**src/hw/rtl/mta_pkg.sv**
```systemverilog
// Shared types, codes and microprogram for the 4x4 transform accumulator.
package mta_pkg;

  localparam int NUM_ELEM = 16;
  localparam int ACC_W    = 66;

  localparam logic [1:0] REQ_IDENT = 2'd0;
  localparam logic [1:0] REQ_LOAD  = 2'd1;
  localparam logic [1:0] REQ_TRANS = 2'd2;
  localparam logic [1:0] REQ_SCALE = 2'd3;

  localparam logic [3:0] LAST_IDX = 4'd15;

  localparam logic [2:0] S_IDLE    = 3'd0;
  localparam logic [2:0] S_MAC     = 3'd1;
  localparam logic [2:0] S_DRAIN   = 3'd2;
  localparam logic [2:0] S_EMIT_RD = 3'd3;
  localparam logic [2:0] S_EMIT_LD = 3'd4;

  localparam logic [2:0] J_DISPATCH  = 3'd0;
  localparam logic [2:0] J_MAC_LOOP  = 3'd1;
  localparam logic [2:0] J_DRAIN     = 3'd2;
  localparam logic [2:0] J_WAIT_OUT  = 3'd3;
  localparam logic [2:0] J_EMIT_NEXT = 3'd4;

  typedef struct packed {
    logic [1:0]  req_type;
    logic [3:0]  elem_index;
    logic [31:0] elem_value;
    logic [31:0] x_value;
    logic [31:0] y_value;
    logic [31:0] z_value;
  } in_item_t;

  typedef struct packed {
    logic       in_ready;
    logic       mac_issue;
    logic       emit_rd;
    logic       emit_ld;
    logic       flip;
    logic [2:0] jump;
  } micro_word_t;

  typedef struct packed {
    logic       in_ready;
    logic       accept;
    logic       set_ident;
    logic       mac_issue;
    logic [5:0] mac_cnt;
    logic       emit_rd;
    logic [3:0] emit_idx;
    logic       emit_ld;
    logic       flip;
  } ctrl_t;

  typedef struct packed {
    logic pipe_empty;
    logic out_free;
  } status_t;

  function automatic micro_word_t micro_rom(input logic [2:0] step);
    micro_word_t w;
    w = '0;
    unique case (step)
      S_IDLE: begin
        w.in_ready = 1'b1;
        w.jump     = J_DISPATCH;
      end
      S_MAC: begin
        w.mac_issue = 1'b1;
        w.jump      = J_MAC_LOOP;
      end
      S_DRAIN: begin
        w.flip = 1'b1;
        w.jump = J_DRAIN;
      end
      S_EMIT_RD: begin
        w.emit_rd = 1'b1;
        w.jump    = J_WAIT_OUT;
      end
      S_EMIT_LD: begin
        w.emit_ld = 1'b1;
        w.jump    = J_EMIT_NEXT;
      end
      default: begin
        w.jump = J_EMIT_NEXT;
      end
    endcase
    return w;
  endfunction

endpackage

```
**src/hw/rtl/mta_sequencer.sv**
```systemverilog
// Microcoded step sequencer: step counter, product and emit counters, jumps.
module mta_sequencer
  import mta_pkg::*;
(
  input  logic       clk,
  input  logic       rst,
  input  logic       s_tvalid,
  input  logic [1:0] req_type,
  input  logic [3:0] elem_index,
  input  status_t    status,
  output ctrl_t      ctrl
);

  logic [2:0]  upc;
  logic [2:0]  upc_next;
  logic [5:0]  mac_cnt;
  logic [5:0]  mac_cnt_next;
  logic [3:0]  emit_idx;
  logic [3:0]  emit_idx_next;
  micro_word_t word;
  logic        accept;

  assign word   = micro_rom(upc);
  assign accept = word.in_ready & s_tvalid;

  always_comb begin
    upc_next      = upc;
    mac_cnt_next  = mac_cnt;
    emit_idx_next = emit_idx;
    unique case (word.jump)
      J_DISPATCH: begin
        if (accept) begin
          if (req_type == REQ_IDENT) begin
            upc_next      = S_EMIT_RD;
            emit_idx_next = '0;
          end else if (req_type == REQ_LOAD && elem_index != LAST_IDX) begin
            upc_next = S_IDLE;
          end else begin
            upc_next     = S_MAC;
            mac_cnt_next = '0;
          end
        end
      end
      J_MAC_LOOP: begin
        mac_cnt_next = mac_cnt + 6'd1;
        if (mac_cnt == 6'd63) begin
          upc_next = S_DRAIN;
        end
      end
      J_DRAIN: begin
        if (status.pipe_empty) begin
          upc_next      = S_EMIT_RD;
          emit_idx_next = '0;
        end
      end
      J_WAIT_OUT: begin
        if (status.out_free) begin
          upc_next = S_EMIT_LD;
        end
      end
      J_EMIT_NEXT: begin
        emit_idx_next = emit_idx + 4'd1;
        upc_next      = (emit_idx == LAST_IDX) ? S_IDLE : S_EMIT_RD;
      end
      default: begin
        upc_next = S_IDLE;
      end
    endcase
  end

  always_ff @(posedge clk) begin
    if (rst) begin
      upc      <= S_IDLE;
      mac_cnt  <= '0;
      emit_idx <= '0;
    end else begin
      upc      <= upc_next;
      mac_cnt  <= mac_cnt_next;
      emit_idx <= emit_idx_next;
    end
  end

  always_comb begin
    ctrl           = '0;
    ctrl.in_ready  = word.in_ready;
    ctrl.accept    = accept;
    ctrl.set_ident = accept & (req_type == REQ_IDENT);
    ctrl.mac_issue = word.mac_issue;
    ctrl.mac_cnt   = mac_cnt;
    ctrl.emit_rd   = word.emit_rd & status.out_free;
    ctrl.emit_idx  = emit_idx;
    ctrl.emit_ld   = word.emit_ld;
    ctrl.flip      = word.flip & status.pipe_empty;
  end

endmodule

```
**config.mk**
```make
export PLATFORM = sky130hd
export DESIGN_NAME = mta_sequencer
export DESIGN_NICKNAME = d
export VERILOG_FILES = /design/src/hw/rtl/mta_pkg.sv /design/src/hw/rtl/mta_sequencer.sv
export SDC_FILE = /design/constraint.sdc
export NUM_CORES = 1
export LEC_CHECK = 0
export BUFFER_PORTS_ARGS = -buffer_cell sky130_fd_sc_hd__clkbuf_2
export CORE_UTILIZATION = 37
export CTS_CLUSTER_SIZE = 16
export DETAILED_ROUTE_END_ITERATION = 12
export PLACE_DENSITY = 0.61
export RECOVER_POWER = 25
export SYNTH_ARGS = -nofsm -noshare
export SYNTH_HDL_FRONTEND = slang
export SYNTH_SLANG_ARGS = --single-unit
export TNS_END_PERCENT = 20
```
**constraint.sdc**
```tcl
create_clock -name clk -period 1.7 [get_ports clk]
set_input_delay 0.34 -clock clk [delete_from_list [all_inputs] [get_ports clk]]
set_output_delay 0.34 -clock clk [all_outputs]
set_load 0.005 [all_outputs]
```
Word level (Yosys, flattened, before mapping)

Cells that the tools add are included.

Output and inout bits: 17
Flip-flop bits (word level): 13

Equal/unequal tests: 19
Bitwise logic cells: 4
Add/sub/neg operators: 2
Reductions and logical operators: 9
Muxes and demuxes: 22

Operators with widths:

| operator            | count |
|---|---|
| $mux 6              | 3 |
| $pmux 3 s5          | 1 |
| $ne 2x2->1 const B  | 7 |
| $eq 3x2->1 const B  | 4 |
| $mux 3              | 4 |
| $mux 4              | 3 |
| $pmux 3 s4          | 1 |
| $pmux 4 s3          | 1 |
| $pmux 6 s2          | 1 |
| $reduce_and 4->1    | 3 |
| $add 6x1->6 const B | 1 |
| $eq 3x1->1 const B  | 2 |
| $eq 3x3->1 const B  | 2 |
| $eq 6x6->1 const B  | 1 |
| $logic_not 3->1     | 2 |
| $mux 1              | 6 |
| $add 4x1->4 const B | 1 |
| $and 1x1->1         | 4 |
| $eq 4x4->1 const B  | 1 |
| $mux 2              | 2 |
| $ne 4x4->1 const B  | 1 |
| $reduce_bool 3->1   | 1 |
| $eq 2x1->1 const B  | 1 |
| $logic_not 2->1     | 1 |
| 2 further kinds     | 2 |

Longest topological paths before layout

Depth in word-level cells: 6
Depth in mapped cells: 6
Depth with buffers taken out: 5

Worst setup path after synthesis

OpenSTA, ideal clock, no wires.

Path type: reg-to-output
Start point: register upc[2]
End point: output port ctrl[14] (netlist bit)
Cell stages (with the launch flop): 5
Data arrival time: 1.051 ns
Slack: 0.309 ns
Required time: 1.360 ns
Cell sequence: dfxtp_1 buf_4 nor3_1 nand2_1 nor3_1

RTL lines:

| element                | line                | text |
|---|---|---|
| start, declared        | mta_sequencer.sv:14 | `logic [2:0] upc;` |
| start signal, assigned | mta_sequencer.sv:77 | `upc <= upc_next;` |
| end, declared          | mta_sequencer.sv:11 | `output ctrl_t ctrl` |

==> impl_table.tex <==
\begin{tabular}{lr}
\hline
Metric & Value \\
\hline
\multicolumn{2}{l}{\textbf{Drt}} \\
DRC violation count after routing & 0 \\
Detailed-route wire length per cell & 11.2 µm \\
Total routed wirelength & around 1600 µm \\
Detailed-route via count & approximately 730 \\
First DRT Iteration DRCs & 7 \\
Number of nets with antenna violations after routing & 0 \\
Via-per-instance ratio & approximately 5.1 \\
Pre-antenna DRT Iters & 4 \\
\multicolumn{2}{l}{\textbf{Global route}} \\
Tot GR Track Use & 0.161 \\
Largest net degree at the start of global routing & 11 \\
Met3 usage & 0.0231 \\
Met1 Resource Use GR & 0.219 \\
Overflow after GRT & 0 \\
Initial antenna violation count & 0 \\
First-pass GRT wire length & 2490 µm \\
Global routing met2 resource utilization & 0.256 \\
Routing layer with the top usage in global route & met2 \\
Number of global-route vias before repair & between 500 and 600 \\
\multicolumn{2}{l}{\textbf{Pwr}} \\
Clock share of power & 0.220 \\
Power per Cell Area & 908 nW/µm² \\
Internal Dissipation & between 0.5 and 0.6 mW \\
Peak ir drop on the vdd network & about 0.00049 V \\
Sw Pwr & about 0.28 mW \\
Total power of the final layout & about 0.84 mW \\
Fraction of power spent switching nets & 0.336 \\
Fraction of power consumed by sequential logic & 0.452 \\
Leakage dissipation & roughly 0.38 nW \\
Portion of total power attributed to combinational logic & 0.329 \\
\multicolumn{2}{l}{\textbf{Logic synthesis}} \\
Xor/xnor cell area share of the yosys netlist & 0.0590 \\
Number of distinct standard cells referenced by the synthesized netlist & 29 \\
Top-area cell type share of the netlist area & 0.351 \\
Top cells by area in the synthesized netlist & sky130\_fd\_sc\_hd\_\_dfxtp\_1 (35\%), sky130\_fd\_sc\_hd\_\_a21oi\_1 (6.1\%), sky130\_fd\_sc\_hd\_\_xnor2\_1 (5.9\%) \\
Number of cells produced by synthesis & approximately 90 \\
Number of warnings issued by yosys & 0 \\
Proportion of synthesized chip area in sequential cells & 0.351 \\
Cell taking the most area after synthesis & sky130\_fd\_sc\_hd\_\_dfxtp\_1 \\
Synth Net Count & 102 \\
Synthesized area divided by synthesized cell count & between 8 and 9 µm² \\
Synthesized area & roughly 740 µm² \\
Main combinational cell family by area after synthesis & simple AND/OR/NAND/NOR gates \\
Total of flip-flops plus latches after synthesis & 13 \\
Post-synthesis mux area share & 0.0270 \\
Fraction of the mapped netlist area in compound gates & 0.214 \\
Synthesized-area fraction occupied by and/or/nand/nor cells & 0.270 \\
Synthesized-area fraction occupied by adder cells & 0.0337 \\
\multicolumn{2}{l}{\textbf{STA}} \\
Final Hold Viols & 0 \\
Final clock skew & around 0.0022 ns \\
Worst slew margin & 0.768 \\
Worst setup slack after layout & between 0.1 and 0.15 ns \\
Fraction of the cycle the final worst path needs & 0.928 \\
Number of max-slew violations in the final report & 0 \\
Final setup viols & 0 \\
Highest attainable clock frequency & 634 MHz \\
Setup total negative slack & 0 ns \\
Shortest clock period the worst path allows after layout & approximately 1.6 ns \\
RSZ-0062 raised after global routing & false \\
Measured slew at the worst slew-check pin & approximately 0.34 ns \\
Worst hold slack after final layout & 0.378 ns \\
\multicolumn{2}{l}{\textbf{Finish}} \\
Layout cells sized above 1 & 0.305 \\
Area occupied by multi-input gates & between 400 and 500 µm² \\
Antenna cells & 0 \\
Area of all sequential standard cells & 264 µm² \\
Area growth from synthesis to layout & 25.1\% \\
Net total in the final layout & 132 \\
Layout Utilization & 0.515 \\
Fill cell total of the finished layout & around 210 \\
Final Instance Area & approximately 930 µm² \\
Post-layout instance count excluding filler cells & $\sim$140 \\
\multicolumn{2}{l}{\textbf{Clocking}} \\
Cts bufs inserted & 3 \\
Library cell used as clock root buffer & sky130\_fd\_sc\_hd\_\_clkbuf\_4 \\
Gates resized, CTS repair & 2 \\
Clock network latency to the later pin of the worst-skew pair & approximately 0.26 ns \\
Setup fix buffers added after clock tree synthesis & 0 \\
Number of buffers inserted by hold repair at cts & 0 \\
Clk pin slew, worst setup/hold paths & about 0.08 ns \\
Clock tree from TritonCTS & built \\
CTS H-tree lvls & 1 \\
Maximum count of clock buffers along a single path & 2 \\
Clock sink count & 13 \\
\multicolumn{2}{l}{\textbf{Floorplan}} \\
Starting Density & 0.412 \\
Die extent in y & approximately 47 µm \\
Horizontal extent of the die & around 47 µm \\
Total Die Area & about 2200 µm² \\
Core footprint & around 1800 µm² \\
Site row count & 15 \\
I/O pin count & 28 \\
\multicolumn{2}{l}{\textbf{Critical path}} \\
Cells on worst reg2reg path & 5 \\
Worst setup path category & flop to output pin \\
Minimum setup slack among reg-to-reg paths & about 0.33 ns \\
Data arrival, critical path & 1.24 ns \\
Crit path required time & 1.36 ns \\
Maximum single-stage delay on the critical path & 0.37 ns \\
Crit path capture type & output pin \\
Category of the worst setup path launch point & flop \\
CP Cell Sequence & nor3\_2, nand2\_1, nor3\_1, clkbuf\_2 \\
Critical Path Fanout Max & 8 \\
Worst path slowest cell & sky130\_fd\_sc\_hd\_\_dfxtp\_2 \\
\multicolumn{2}{l}{\textbf{Flow run}} \\
Max Cap Violations & 0 \\
\multicolumn{2}{l}{\textbf{Run status}} \\
Result of the run & finished clean \\
\multicolumn{2}{l}{\textbf{Place}} \\
Area post-placement & 897 µm² \\
Quantity of I/O buffers inserted on ports & 27 \\
Number of cells in the design after placement & about 140 \\
Half-perimeter wire length after placement & between 1000 and 1500 µm \\
Last weighted congestion value of the routability-driven placer & 0.780 \\
Setup slack after placement & between 0.2 and 0.3 ns \\
\multicolumn{2}{l}{\textbf{Min path}} \\
Hold crit path type & input pin to flop \\
Number of instances on the worst hold path & 2 \\
\hline
\end{tabular}
## registers in the layout, indices dropped and copies added, names as in the netlist
signal	flops
upc	3
mac_cnt	6
emit_idx	4
## cell type report
cell class / count / share of cell area
multi-input cells: 69 / 0.488
well taps: 25 / 0.0337
flip-flops and latches: 13 / 0.284
repair buffers: 28 / 0.150
inverters: 4 / 0.0162
clock buffers: 4 / 0.0283
## cell usage after synthesis, drive strengths merged
master / instances
dfxtp: 13
nor2: 11
a21oi: 9
nand2: 5
nor3: 5
xnor2: 5
inv: 4
nand3: 4
nor2b: 4
o21ai: 4
a22oi: 3
buf: 3
a31oi: 2
and4: 2
ha: 2
mux2i: 2
nand2b: 2
a21boi: 1
a311oi: 1
and2: 1
and3: 1
nand4: 1
nor3b: 1
o21bai: 1
o311ai: 1
o31ai: 1
## path summary, 6_finish.rpt
kind                                         startpoint                       to
worst max-delay path                upc[0]$_SDFFE_PP0P_                 ctrl[14]
worst min-delay path                                rst      upc[2]$_SDFFE_PP0P_
worst max register to register      upc[2]$_SDFFE_PP0P_  mac_cnt[5]$_SDFFE_PP0P_
worst min register to register  mac_cnt[5]$_SDFFE_PP0P_  mac_cnt[5]$_SDFFE_PP0P_
## cell usage in the layout (no fill, tap or decap), drive strengths merged, types with 2 or more instances in the layout
| cell | count |
|---|---|
| nand2 | 5 |
| nor2b | 4 |
| o21ai | 4 |
| a31oi | 2 |
| nor2 | 11 |
| nand2b | 2 |
| mux2i | 2 |
| nor3 | 5 |
| ha | 2 |
| inv | 4 |
| nand3 | 4 |
| a21oi | 9 |
| clkbuf | 31 |
| dfxtp | 13 |
| and4 | 2 |
| a22oi | 3 |
| xnor2 | 5 |
## routing by layer
| layer | vias to the layer above | part of all wire |
|---|---|---|
| met5 | - | 0 |
| met4 | 0 | 0.0081 |
| met3 | 2 | 0.049 |
| met2 | 17 | 0.45 |
| met1 | 330 | 0.49 |
| li1 | 376 | - |
## cell families (layout without fill, tap and decap cells)
logic type | Yosys count | after routing
flops | 13 | 13
compound gates | 23 | 23
simple gates | 37 | 37
buf+inv | 7 | 36
mux | 2 | 2
xor+xnor | 5 | 5
fa+ha+maj | 2 | 2
## critical path, delay by kind of cell (launching register included)
family / cells / cell delay, ns
buf+inv: 1 / 0.14
flops: 1 / 0.37
simple gates: 3 / 0.46
## power by group through the flow
stage               clock, mW  sequential (mW)  combinational, mW
finish                  0.185            0.381              0.277
global route            0.215            0.387              0.310
CTS                     0.200            0.377              0.280
detailed placement          0            0.382              0.274
global placement            0            0.379              0.274
floorplan                   0            0.368              0.188
Power figures use the tool's default switching activity.
